## src/sv/hjb_pkg.sv

```systemverilog
// Shared definitions for the chained hash-join unit: sizes, action codes,
// controller states, command and status structs, count clipping.
// No dependencies.
`default_nettype none

package hjb_pkg;

  // Table geometry (BUCKETS is a power of two)
  localparam int BUCKETS = 1024;
  localparam int NODES   = 1024;

  localparam int BKT_W  = $clog2(BUCKETS);
  localparam int NODE_W = (NODES > 1) ? $clog2(NODES) : 1;
  // A head or link holds node index + 1, zero is the empty pointer
  localparam int PTR_W  = $clog2(NODES + 1);

  localparam int KEY_W = 32;
  localparam int SUM_W = 32;
  localparam int CNT_W = 11;
  localparam logic [CNT_W-1:0] CNT_MAX = '1;

  localparam logic [KEY_W-1:0] HASH_MULT = 32'h9E3779B1;

  // Action codes
  localparam logic [1:0] ACT_INSERT = 2'd0;
  localparam logic [1:0] ACT_PROBE  = 2'd1;
  localparam logic [1:0] ACT_CLEAR  = 2'd2;

  typedef enum logic [3:0] {
    S_CLEAR,
    S_IDLE,
    S_HASH,
    S_HEAD,
    S_INS,
    S_PTR,
    S_WALK,
    S_NODE,
    S_SUM,
    S_DONE
  } state_t;

  // Controller to datapath
  typedef struct packed {
    logic ld_item;   // capture action and key, zero status and count
    logic mul;       // hash multiply
    logic rej;       // flag pool-full rejection
    logic head_rd;   // read bucket head, latch bucket index
    logic ins_wr;    // link new node at chain head
    logic clr_init;  // restart clear sweep, zero fill and total
    logic clr_wr;    // clear one bucket head
    logic ptr_ld;    // load walk pointer from head
    logic node_rd;   // read node key and link
    logic node_acc;  // compare key, follow link
    logic sum_upd;   // saturating add into total
    logic out_ld;    // load result register
  } cmd_t;

  // Datapath to controller
  typedef struct packed {
    logic [1:0] action;
    logic       full;
    logic       walk_end;
    logic       clr_last;
    logic       out_free;
  } stat_t;

  // Saturate a pointer-width count to the result field width
  function automatic logic [CNT_W-1:0] clip_cnt(input logic [PTR_W-1:0] v);
    logic [PTR_W+CNT_W-1:0] ext;
    logic [PTR_W+CNT_W-1:0] lim;
    begin
      ext = {{CNT_W{1'b0}}, v};
      lim = {{PTR_W{1'b0}}, CNT_MAX};
      if (ext > lim) return CNT_MAX;
      return ext[CNT_W-1:0];
    end
  endfunction

endpackage

`default_nettype wire

```

## src/sv/hjb_ctrl.sv

```systemverilog
// Sequencer for the hash-join unit: clear sweep, insert, probe walk,
// result hand-off. Depends on hjb_pkg.
`default_nettype none

module hjb_ctrl (
  input  wire logic           clk,
  input  wire logic           rst_n,
  input  wire logic           in_valid,
  input  wire logic [1:0]     in_action,
  output logic                in_ready,
  input  wire hjb_pkg::stat_t stat,
  output hjb_pkg::cmd_t       cmd
);
  import hjb_pkg::*;

  state_t state_r, state_nxt;
  logic   clr_resp_r, clr_resp_nxt;  // sweep was started by a clear item
  logic   accept;

  assign in_ready = (state_r == S_IDLE);
  assign accept   = in_valid && in_ready;

  // State register
  always_ff @(posedge clk) begin
    if (!rst_n) begin
      state_r    <= S_CLEAR;
      clr_resp_r <= 1'b0;
    end else begin
      state_r    <= state_nxt;
      clr_resp_r <= clr_resp_nxt;
    end
  end

  // Next state; the incoming action is decoded before it is captured
  always_comb begin
    state_nxt    = state_r;
    clr_resp_nxt = clr_resp_r;
    case (state_r)
      S_CLEAR: begin
        if (stat.clr_last) state_nxt = clr_resp_r ? S_DONE : S_IDLE;
      end
      S_IDLE: begin
        if (accept) begin
          case (in_action)
            ACT_INSERT, ACT_PROBE: state_nxt = S_HASH;
            ACT_CLEAR: begin
              state_nxt    = S_CLEAR;
              clr_resp_nxt = 1'b1;
            end
            default: state_nxt = S_DONE;
          endcase
        end
      end
      S_HASH: begin
        if (stat.action == ACT_INSERT && stat.full) state_nxt = S_DONE;
        else                                        state_nxt = S_HEAD;
      end
      S_HEAD:  state_nxt = (stat.action == ACT_INSERT) ? S_INS : S_PTR;
      S_INS:   state_nxt = S_DONE;
      S_PTR:   state_nxt = S_WALK;
      S_WALK:  state_nxt = stat.walk_end ? S_SUM : S_NODE;
      S_NODE:  state_nxt = S_WALK;
      S_SUM:   state_nxt = S_DONE;
      S_DONE:  if (stat.out_free) state_nxt = S_IDLE;
      default: state_nxt = S_IDLE;
    endcase
  end

  // Command outputs
  always_comb begin
    cmd = '0;
    case (state_r)
      S_CLEAR: cmd.clr_wr = 1'b1;
      S_IDLE: begin
        cmd.ld_item  = accept;
        cmd.clr_init = accept && (in_action == ACT_CLEAR);
      end
      S_HASH: begin
        cmd.mul = 1'b1;
        cmd.rej = (stat.action == ACT_INSERT) && stat.full;
      end
      S_HEAD:  cmd.head_rd  = 1'b1;
      S_INS:   cmd.ins_wr   = 1'b1;
      S_PTR:   cmd.ptr_ld   = 1'b1;
      S_WALK:  cmd.node_rd  = !stat.walk_end;
      S_NODE:  cmd.node_acc = 1'b1;
      S_SUM:   cmd.sum_upd  = 1'b1;
      S_DONE:  cmd.out_ld   = stat.out_free;
      default: cmd = '0;
    endcase
  end

`ifndef SYNTH
  // Only one memory write source at a time
  a_one_wr: assert property (@(posedge clk) disable iff (!rst_n)
    !(cmd.clr_wr && cmd.ins_wr))
    else $error("clear sweep and insert write together");
  // A clear item restarts the sweep on the next cycle
  a_clr_seq: assert property (@(posedge clk) disable iff (!rst_n)
    cmd.clr_init |=> (state_r == S_CLEAR && clr_resp_r))
    else $error("clear item did not start sweep");
  // A node read is always followed by its accumulate
  a_node_seq: assert property (@(posedge clk) disable iff (!rst_n)
    cmd.node_rd |=> cmd.node_acc)
    else $error("node read without accumulate");
`endif

endmodule

`default_nettype wire

```

## config.mk

```make
export PLATFORM = sky130hd
export DESIGN_NAME = hjb_ctrl
export DESIGN_NICKNAME = d
export VERILOG_FILES = /design/src/sv/hjb_pkg.sv /design/src/sv/hjb_ctrl.sv
export SDC_FILE = /design/constraint.sdc
export NUM_CORES = 1
export LEC_CHECK = 0
export BUFFER_PORTS_ARGS = -buffer_cell sky130_fd_sc_hd__clkbuf_2
export CORE_AREA = 5 5 42 44
export DETAILED_ROUTE_END_ITERATION = 16
export DIE_AREA = 0 0 47 49
export GPL_TIMING_DRIVEN = 0
export PLACE_DENSITY = 0.62
export SLEW_MARGIN = 30
export SYNTH_ARGS = -nofsm -noshare
export SYNTH_HDL_FRONTEND = slang
export SYNTH_SLANG_ARGS = --single-unit
```

## constraint.sdc

```tcl
create_clock -name clk -period 1.5 [get_ports clk]
set_input_delay 0.3 -clock clk [delete_from_list [all_inputs] [get_ports clk]]
set_output_delay 0.3 -clock clk [all_outputs]
set_load 0.02 [all_outputs]
```

### Word level (Yosys, flattened, before mapping)

Cells that the tools add are included.
W data, S select, Z words.

* RAM bits: 0
* register bits: 5
* bits in latches: 0
* logic and storage cells: 48
* memory bits (read-only): 0
* memories kept: 0
* input bits: 11
* output and inout bits: 13

* multiply operators: 0
* equality and inequality tests: 14
* muxes and demuxes: 20
* shift-type cells: 0
* add/sub/neg operators: 0
* bitwise operators: 0
* $lt $le $gt $ge: 0
* div/mod/pow operators: 0
* reductions and logical operators: 12

Operators with widths (number)
* $pmux W4 S8: 1
* $mux W4: 6
* $eq A4 B3 Y1 const B: 4
* $mux W1: 11
* $eq A4 B2 Y1 const B: 2
* $eq A4 B4 Y1 const B: 2
* $pmux W4 S2: 1
* $reduce_and A3 Y1: 2
* $reduce_or A2 Y1: 3
* $eq A4 B1 Y1 const B: 1
* $logic_not A2 Y1: 2
* $logic_not A4 Y1: 1
* $ne A2 B2 Y1 const B: 2
* $logic_and A1 B1 Y1: 3
* $eq A2 B1 Y1 const B: 1
* $eq A2 B2 Y1 const B: 1
* $mux W2: 1
* $ne A2 B1 Y1 const B: 1
* $logic_not A1 Y1: 1

### Longest topological paths before layout

Gate-level depths: netlist of the first run.

* word-level depth: 5
* mapped depth: 5
* mapped depth without buffers: 4

### Worst setup path after synthesis of the first run

No wires, ideal clock.

* path kind: reg-to-output
* from: register state_r[1]
* to: output cmd[6] (netlist name)
* slack: -0.062 ns
* stages on the path, launching flop included: 4
* arrival: 1.262 ns
* required time: 1.200 ns
* path buffers: 0
* path through: dfxtp_1 > nand2b_1 > nor3_2 > and4b_1

RTL lines
* start, declared: line hjb_ctrl.sv:16 `state_t state_r, state_nxt;`
* start signal, assigned: line hjb_ctrl.sv:29 `state_r <= state_nxt;`
* end, declared: line hjb_ctrl.sv:12 `output hjb_pkg::cmd_t cmd`

==> results of run 1 <==
## placed cells by master, fill, tap and decap left out, drive strengths merged, types with 3 or more instances in the layout
cell type and instances:
nor2 9, nor3 8, dfxtp 5, clkbuf 17, buf 33, nand3 3
nand2b 4, inv 4
## sequential cells by signal, indices dropped and copies added, names as in the netlist
name	flops
clr_resp_r	1
state_r	4
## report_power, final
part	switching (W)	internal, W	total, W
Sequential	0.0000157	0.000143	0.000158
Combinational	0.000156	0.000166	0.000322
Clock	0.0000563	0.000101	0.000157
## per-stage QoR
step / power (W) / util (%)
2_1_floorplan: 0.000290 / -
3_3_place_gp: 0.000344 / 43.3
3_5_place_dp: 0.000344 / 43.3
4_1_cts: 0.000596 / 63.7
5_1_grt: 0.000676 / 69.2
6_report: 0.000637 / 69.2
## layout make-up
cell class,count,area (sq um),share of cell area [%]
multi-input cells,49,408,42.1
repair buffers,42,339,35.0
flip-flops and latches,5,113,11.6
plain buffers,4,48.8,5.03
clock buffers,4,26.3,2.71
well taps,16,20.0,2.06
inverters,4,15.0,1.55
## what timing repair did
| action | CTS | global route |
|---|---|---|
| endpoints found under the setup margin | 11 | 15 |
| resized for setup | 38 | 24 |
| pin swaps | 7 | 9 |
| buffers inserted | 17 | 2 |
## how the worst max path moves through the flow
stage               cells after the start  slack, ns     end
global route                            4      -0.18  cmd[6]
floorplan                               3       0.02  cmd[6]
CTS                                     4      -0.09  cmd[6]
detailed placement                      4      -0.03  cmd[6]
global placement                        4      -0.05  cmd[6]
finish                                  4      -0.11  cmd[6]
## cells by family after synthesis
logic type	count (synthesis)	share of synthesized area, %
XOR/XNOR	1	1.89
flip-flops	5	21.6
AO/OA/AOI/OAI	12	20.8
AND/OR/NAND/NOR	36	45.0
buffers and inverters	8	10.8
## per-layer routing
metal	wire length [microns]	share of wire, %
met3	125	6.2
met2	1060	53
met5	0	0
met1	780	39
met4	36	1.8
==> flow_metrics.py, run 1 <==
metrics = {
    "run_status": {
        "status": "finished, violations left",
        "violations": "negative setup slack",
    },
    "critical_path": {
        "regToRegSetupSlack_ns": 0.04,
        "reg2reg_to": "state_r[3]",
        "endpoint_kind": "primary output",
        "crit_chain": "buf_6, nor3_4, and4b_1, clkbuf_8",
        "critical-path-max-stage-delay_ns": 0.32,
        "cp_slowest_cell": "dfxtp_2",
        "worstReg2RegStart": "state_r[2]",
        "cp-startpoint": "state_r[3]",
        "reg2regPathDepth": 7,
        "crit_required_ns": 1.20,
        "cp_top_family": "simple AND/OR/NAND/NOR gates",
        "path_buf_inv": 2,
        "crit_type": "register to primary output",
        "arrival_ns": 1.31,
        "start_kind": "register",
        "cp_max_fo": 6,
    },
    "sta": {
        "fin_crit_sh_pct": 108,
        "setup-tns-final_ns": -0.438,
        "slew_violations": 0,
        "finClkSkew_ns": 0.00707,
        "timing.fmax_mhz": 619,
        "worst_slew_pin_slew_ns": 0.339,
        "worst_hold_slack_ns": 0.303,
        "slew_headroom_pct": 77.2,
        "rsz0062_at_grt": "true",
        "setup_viol": 9,
        "final_hold_viol_count": 0,
        "fin_ws_ns": -0.114,
        "final.min_clock_period_ns": 1.61,
    },
    "placement": {
        "dp_hpwl_mm": 1.01,
        "placed_cell_area_sq_um": 607,
        "dp.cells": 101,
        "port_buffers": 23,
        "gp_congestion": 0.827,
        "pre_cts_slack_ns": -0.0265,
    },
    "die": {
        "die_w_microns": 47,
        "start_util_pct": 33.1,
        "num_io_pins": 24,
        "placementRows": 14,
        "die_h_microns": 49,
        "die_area_sq_um": 2300,
        "core-area_sq_um": 1400,
    },
    "worst_hold_path": {
        "min_from": "rst_n",
        "hold_depth": 2,
        "whs_endpoint": "state_r[0]",
        "hold_class": "input port to register",
    },
    "grt": {
        "grt.total_usage_pct": 17.5,
        "first_global_vias": 667,
        "grt_max_degree": 11,
        "grt_antenna_before_repair": 0,
        "grt_busiest_layer": "met2",
        "grt_pass1_wl_mm": 3.06,
        "use_met3_pct": 5.54,
        "grt.overflow.total": 0,
        "met2_usage_pct": 30.1,
        "use_met1_pct": 21.5,
    },
    "yosys": {
        "ys_async_sr_fraction_pct": 0,
        "synth_nets": 73,
        "yosys.area.top_type": "dfxtp_1",
        "synth_cells": 62,
        "synth-seq-area-share_pct": 21.6,
        "synth_commonest_cells": "nor2_1, nor3_1, dfxtp_1",
        "synth_ff_type": "dfxtp_1",
        "netlist_area_sq_um": 464,
        "synth_top_area_share_pct": 21.6,
        "yosys.cell_count.top_type": "nor2_1",
        "netlist_top_cells_area": "dfxtp_1, nor3_1, nor2_1, nand2b_1, buf_6",
        "ys_ff_latch": 5,
        "synth_warnings": 0,
        "avgSynthCellArea_sq_um": 7.49,
        "synth_edf_count": 0,
        "synth_cell_types": 33,
    },
    "finish": {
        "final_nets": 120,
        "num-fill-cells": 111,
        "fin_area_sq_um": 970,
        "instances_no_fill": 124,
        "drive_above_1_share_pct": 66.7,
        "area_growth_pct": 109,
        "n_antenna_cell": 0,
    },
    "pwr": {
        "leakagePower_nw": 0.452,
        "irDropWorstVdd_v": 0.000688,
        "p_per_area_nw_per_um2": 657,
    },
    "detailed_routing": {
        "wire_per_inst_microns": 16.1,
        "ant_nets": 0,
        "finalWirelength_mm": 2.00,
        "vias": 689,
        "drcViolationCount": 0,
        "viasPerCell": 5.56,
        "first_iter_violations": 21,
        "drt-pass1-iter-count": 4,
    },
    "clocking": {
        "clock_path_buffers": 2,
        "cts_buffers": 3,
        "hold_buffers": 0,
        "root_buffer": "clkbuf_4",
        "clock_latency_ns": 0.25,
        "cts_sinks": 5,
        "path_clk_slew_ns": 0.05,
        "ctsHtreeMaxLevel": 1,
        "cts_tree": "built",
    },
    "run": {
        "drv_cap": 0,
    },
}
Power figures use the tool's default switching activity.
==> run 2, diff against run 1 <==
--- a/config.mk
+++ b/config.mk
@@ -10,7 +10,9 @@
 export DETAILED_ROUTE_END_ITERATION = 16
 export DIE_AREA = 0 0 47 49
 export GPL_TIMING_DRIVEN = 0
+export HOLD_SLACK_MARGIN = 0.15
 export PLACE_DENSITY = 0.62
+export SKIP_LAST_GASP = 1
 export SLEW_MARGIN = 30
 export SYNTH_ARGS = -nofsm -noshare
 export SYNTH_HDL_FRONTEND = slang
==> run 2 against run 1 <==
The run still ends with negative setup slack left. Sequential power hardly changed. Combinational power is 4% lower. Fmax is 0.12% lower. Largest cell class unchanged. Highest routed layer unchanged.
==> flow_metrics.py, run 2 (synthesis results as in run 1) <==
metrics = {
    "run_status": {
        "status": "finished, violations left",
        "violations": "negative setup slack",
    },
    "clocking": {
        "cts_tree": "built",
        "hold_buffers": 0,
        "cts_sinks": 5,
        "clock_path_buffers": 2,
        "root_buffer": "clkbuf_4",
        "ctsHtreeMaxLevel": 1,
        "path_clk_slew_ns": 0.05,
        "clock_latency_ns": 0.24,
        "cts_buffers": 3,
    },
    "die": {
        "die_w_microns": 47,
        "placementRows": 14,
        "core-area_sq_um": 1400,
        "die_area_sq_um": 2300,
        "start_util_pct": 33.1,
        "die_h_microns": 49,
        "num_io_pins": 24,
    },
    "detailed_routing": {
        "drcViolationCount": 0,
        "viasPerCell": 5.33,
        "drt-pass1-iter-count": 4,
        "finalWirelength_mm": 1.91,
        "vias": 661,
        "first_iter_violations": 16,
        "wire_per_inst_microns": 15.4,
        "ant_nets": 0,
    },
    "placement": {
        "pre_cts_slack_ns": -0.0265,
        "port_buffers": 23,
        "dp.cells": 101,
        "gp_congestion": 0.827,
        "dp_hpwl_mm": 1.01,
    },
    "grt": {
        "grt_max_degree": 11,
        "grt_antenna_before_repair": 0,
        "grt_pass1_wl_mm": 3.02,
        "grt.total_usage_pct": 17.4,
        "grt.overflow.total": 0,
        "first_global_vias": 681,
    },
    "run": {
        "drv_cap": 0,
    },
    "critical_path": {
        "crit_required_ns": 1.20,
        "reg2regPathDepth": 6,
        "endpoint_kind": "primary output",
        "arrival_ns": 1.32,
        "start_kind": "register",
        "crit_type": "register to primary output",
        "cp_max_fo": 6,
    },
    "finish": {
        "final_common_cell": "buf_4",
        "largest_register": "state_r",
        "top_regs": "state_r: 4 flops, clr_resp_r: 1 flops",
        "regArea_sq_um": 113,
        "num-fill-cells": 115,
        "largest_reg_flops": 4,
        "instances_no_fill": 124,
        "multi_input_area_sq_um": 400,
        "mostFrequentLayoutCells": "buf_4, clkbuf_2, nor2_1",
        "n_antenna_cell": 0,
        "area_growth_pct": 105,
        "drive_above_1_share_pct": 66.7,
        "final_nets": 120,
    },
    "pwr": {
        "irDropWorstVdd_v": 0.000683,
        "power_w": 0.000624,
        "p_per_area_nw_per_um2": 656,
        "leakagePower_nw": 0.449,
    },
    "worst_hold_path": {
        "hold_depth": 2,
        "hold_class": "input port to register",
    },
    "sta": {
        "fin_crit_sh_pct": 108,
        "fin_ws_ns": -0.116,
        "timing.fmax_mhz": 619,
        "setup_viol": 8,
        "slew_violations": 0,
        "slew_headroom_pct": 78.7,
        "final.min_clock_period_ns": 1.62,
        "finClkSkew_ns": 0.00676,
        "worst_slew_pin_slew_ns": 0.318,
        "setup-tns-final_ns": -0.403,
        "rsz0062_at_grt": "true",
        "final_hold_viol_count": 0,
    },
}
[run 2: changes by cell type in the layout (fill, tap and decap cells not counted)]
cell | previous run | this run
buf_4 | 23 | 25
o21ai_4 | 1 | 0
buf_8 | 3 | 2
buf_6 | 7 | 6
o21ai_2 | 1 | 2
[run 2: report_power, final]
| part | internal, W | switching, W |
|---|---|---|
| clock | 0.000101 | 0.0000565 |
| combinational | 0.000159 | 0.000152 |
| sequential | 0.000143 | 0.0000136 |
[run 2: area by class of cell]
type	instances	area share [%]
multi-input combinational	49	42.1
timing repair buffer	42	34.9
sequential	5	11.8
buffer	4	4.74
clock buffer	4	2.76
tap	16	2.11
inverter	4	1.58
[run 2: stage by stage]
stage	area, sq um	utilization, %	hold slack [ns]
6_report	951	67.9	0.302
5_1_grt	951	67.9	0.296
4_1_cts	888	63.4	0.292
3_5_place_dp	607	43.3	0.458
3_3_place_gp	607	43.3	0.462
2_1_floorplan	472	-	0.418
[run 2: repair_timing]
item / 4_1_cts / 5_1_grt
pin swaps: 7 / 9
setup buffers: 17 / 2
setup endpoints to repair: 11 / 15
resized for setup: 37 / 21
gates cloned: 0 / 0
[run 2: path summary, 6_finish.rpt]
path         startpoint    endpoint  slack (ns)
max          state_r[3]      cmd[6]       -0.12
max reg2reg  state_r[2]  state_r[0]        0.05
min               rst_n  state_r[0]        0.30
min reg2reg  clr_resp_r  clr_resp_r        0.47
[run 2: worst max-delay path, cell delays in order (launching register included)]
cell and delay [ns]:
dfxtp_2 0.32, buf_6 0.13, nor3_4 0.18, and4b_1 0.27
clkbuf_8 0.17
[run 2: layer usage]
metal	share of wire, %	GRT usage [%]
met5	0	0
met3	6.0	5.54
met4	0.79	2.30
met2	53	29.9
met1	40	21.0
==> run 3, diff against run 2 <==
--- a/config.mk
+++ b/config.mk
@@ -6,9 +6,9 @@
 export NUM_CORES = 1
 export LEC_CHECK = 0
 export BUFFER_PORTS_ARGS = -buffer_cell sky130_fd_sc_hd__clkbuf_2
-export CORE_AREA = 5 5 42 44
+export CORE_AREA = 2 2 39 41
 export DETAILED_ROUTE_END_ITERATION = 16
-export DIE_AREA = 0 0 47 49
+export DIE_AREA = 0 0 41 43
 export GPL_TIMING_DRIVEN = 0
 export HOLD_SLACK_MARGIN = 0.15
 export PLACE_DENSITY = 0.62
==> run 3 against run 2 <==
The run still ends with negative setup slack left. Die area down 23%. Final cell count down 4.0%. Fmax down 0.47%. Sequential share of layout area up 0.87 points. Via count down 3.9%. Critical path depth unchanged. Hold slack better by 0.0058 ns. Register-to-register slack about the same. Global-route usage up 0.55 points. Final area down 6.8%. Worst setup slack worse by 0.0076 ns.
==> flow_metrics.py, run 3 (synthesis results as in run 1) <==
metrics = {
    "grt": {
        "grt.total_usage_pct": 18.0,
        "first_global_vias": 513,
        "grt_antenna_before_repair": 0,
        "grt_pass1_wl_mm": 2.21,
        "grt_max_degree": 11,
        "grt.overflow.total": 0,
    },
    "placement": {
        "placed_cell_area_sq_um": 607,
        "gp_congestion": 0.766,
        "dp_hpwl_microns": 950,
        "dp.cells": 101,
        "pre_cts_slack_ns": -0.0373,
        "port_buffers": 23,
    },
    "clocking": {
        "root_buffer": "clkbuf_4",
        "hold_buffers": 0,
        "clock_path_buffers": 2,
        "ctsHtreeMaxLevel": 1,
        "cts_tree": "built",
        "cts_sinks": 5,
        "clock_latency_ns": 0.23,
        "cts_buffers": 3,
        "path_clk_slew_ns": 0.04,
    },
    "detailed_routing": {
        "met1_length_microns": 646,
        "drt-pass1-iter-count": 4,
        "drcViolationCount": 0,
        "viasPerCell": 5.34,
        "vias": 635,
        "wire_per_inst_microns": 13.2,
        "highest_layer": "met4",
        "ant_nets": 0,
        "first_iter_violations": 20,
        "wl_met3_microns": 91,
        "finalWirelength_mm": 1.57,
        "dr_wl_met2_microns": 801,
    },
    "critical_path": {
        "endpoint_kind": "primary output",
        "cp_max_fo": 4,
        "arrival_ns": 1.32,
        "crit_required_ns": 1.20,
        "start_kind": "register",
        "crit_type": "register to primary output",
    },
    "pwr": {
        "clkPwrFrac_pct": 25.6,
        "swShare_pct": 34.9,
        "p_int_w": 0.000380,
        "leakagePower_nw": 0.418,
        "p_switching_w": 0.000204,
        "irDropWorstVdd_v": 0.000467,
        "power_frac_comb_pct": 48.0,
        "p_per_area_nw_per_um2": 659,
        "pwr-share-seq_pct": 26.5,
    },
    "finish": {
        "final_common_cell": "buf_4",
        "final_nets": 115,
        "largest_reg_flops": 4,
        "largest_register": "state_r",
        "area_growth_pct": 90.8,
        "fin_area_sq_um": 886,
        "mostFrequentLayoutCells": "buf_4, clkbuf_2, nor2_1",
        "n_antenna_cell": 0,
        "instances_no_fill": 119,
        "drive_above_1_share_pct": 62.1,
        "top_regs": "state_r: 4 flops, clr_resp_r: 1 flops",
    },
    "sta": {
        "timing.fmax_mhz": 616,
        "setup_viol": 5,
        "fin_crit_sh_pct": 108,
        "worst_slew_pin_slew_ns": 0.294,
        "finClkSkew_ns": 0.000900,
        "final.min_clock_period_ns": 1.62,
        "rsz0062_at_grt": "true",
        "final_hold_viol_count": 0,
        "slew_headroom_pct": 80.3,
        "slew_violations": 0,
        "fin_ws_ns": -0.124,
    },
    "run": {
        "drv_cap": 0,
    },
    "die": {
        "start_util_pct": 33.5,
        "core-area_sq_um": 1380,
        "die_h_microns": 43,
        "placementRows": 14,
        "die_area_sq_um": 1760,
        "num_io_pins": 24,
        "die_w_microns": 41,
    },
    "run_status": {
        "status": "finished, violations left",
        "violations": "negative setup slack",
    },
    "worst_hold_path": {
        "hold_class": "input port to register",
    },
}
[run 3: timing repair]
item | CTS | global route
cloned | 0 | 0
setup endpoints to repair | 11 | 12
pin swaps | 4 | 7
setup buffers | 9 | 5
resized for setup | 27 | 27
[run 3: worst paths after layout]
check / from / to / slack [ns] / cells after the start
worst max-delay path: state_r[1] / cmd[6] / -0.12 / 4
worst min-delay path: rst_n / state_r[0] / 0.31 / 2
worst max register to register: state_r[2] / state_r[3] / 0.06 / 6
worst min register to register: clr_resp_r / clr_resp_r / 0.47 / 1
[run 3: critical path, cell delays in order, from the launching register on]
cell	delay (ns)
dfxtp_4	0.35
nand2b_4	0.16
nor3_4	0.16
and4b_1	0.26
clkbuf_8	0.16
[run 3: cell type report]
cell class              instances  area, sq um
inverters                       4         15.0
well taps                      16         20.0
fillers                       113          498
multi-input cells              49          380
plain buffers                   4         48.8
repair buffers                 37          283
clock buffers                   4         26.3
flip-flops and latches          5          113
[run 3: per-stage QoR]
step | util [%] | hold WS, ns | power (W) | setup TNS [ns]
2_1_floorplan | - | 0.418 | 0.000290 | 0
3_3_place_gp | 43.9 | 0.453 | 0.000343 | -0.0711
3_5_place_dp | 43.9 | 0.456 | 0.000344 | -0.0660
4_1_cts | 56.9 | 0.299 | 0.000544 | -0.367
5_1_grt | 64.0 | 0.301 | 0.000620 | -0.698
6_report | 64.0 | 0.308 | 0.000584 | -0.280
[run 3: power groups by stage]
stage	clock (W)	combinational, W	sequential, W
after floorplan	0	0.000138	0.000152
after global placement	0	0.000189	0.000154
after detailed placement	0	0.000190	0.000154
after CTS	0.000159	0.000229	0.000156
after global routing	0.000167	0.000298	0.000155
final	0.000149	0.000280	0.000154
[run 3: layer usage]
layer  global-route usage (%)  vias to the layer above
li1                         -                      306
met1                     22.9                      295
met2                     28.7                       30
met3                     4.19                        4
met4                     5.33                        0
met5                        0                        -
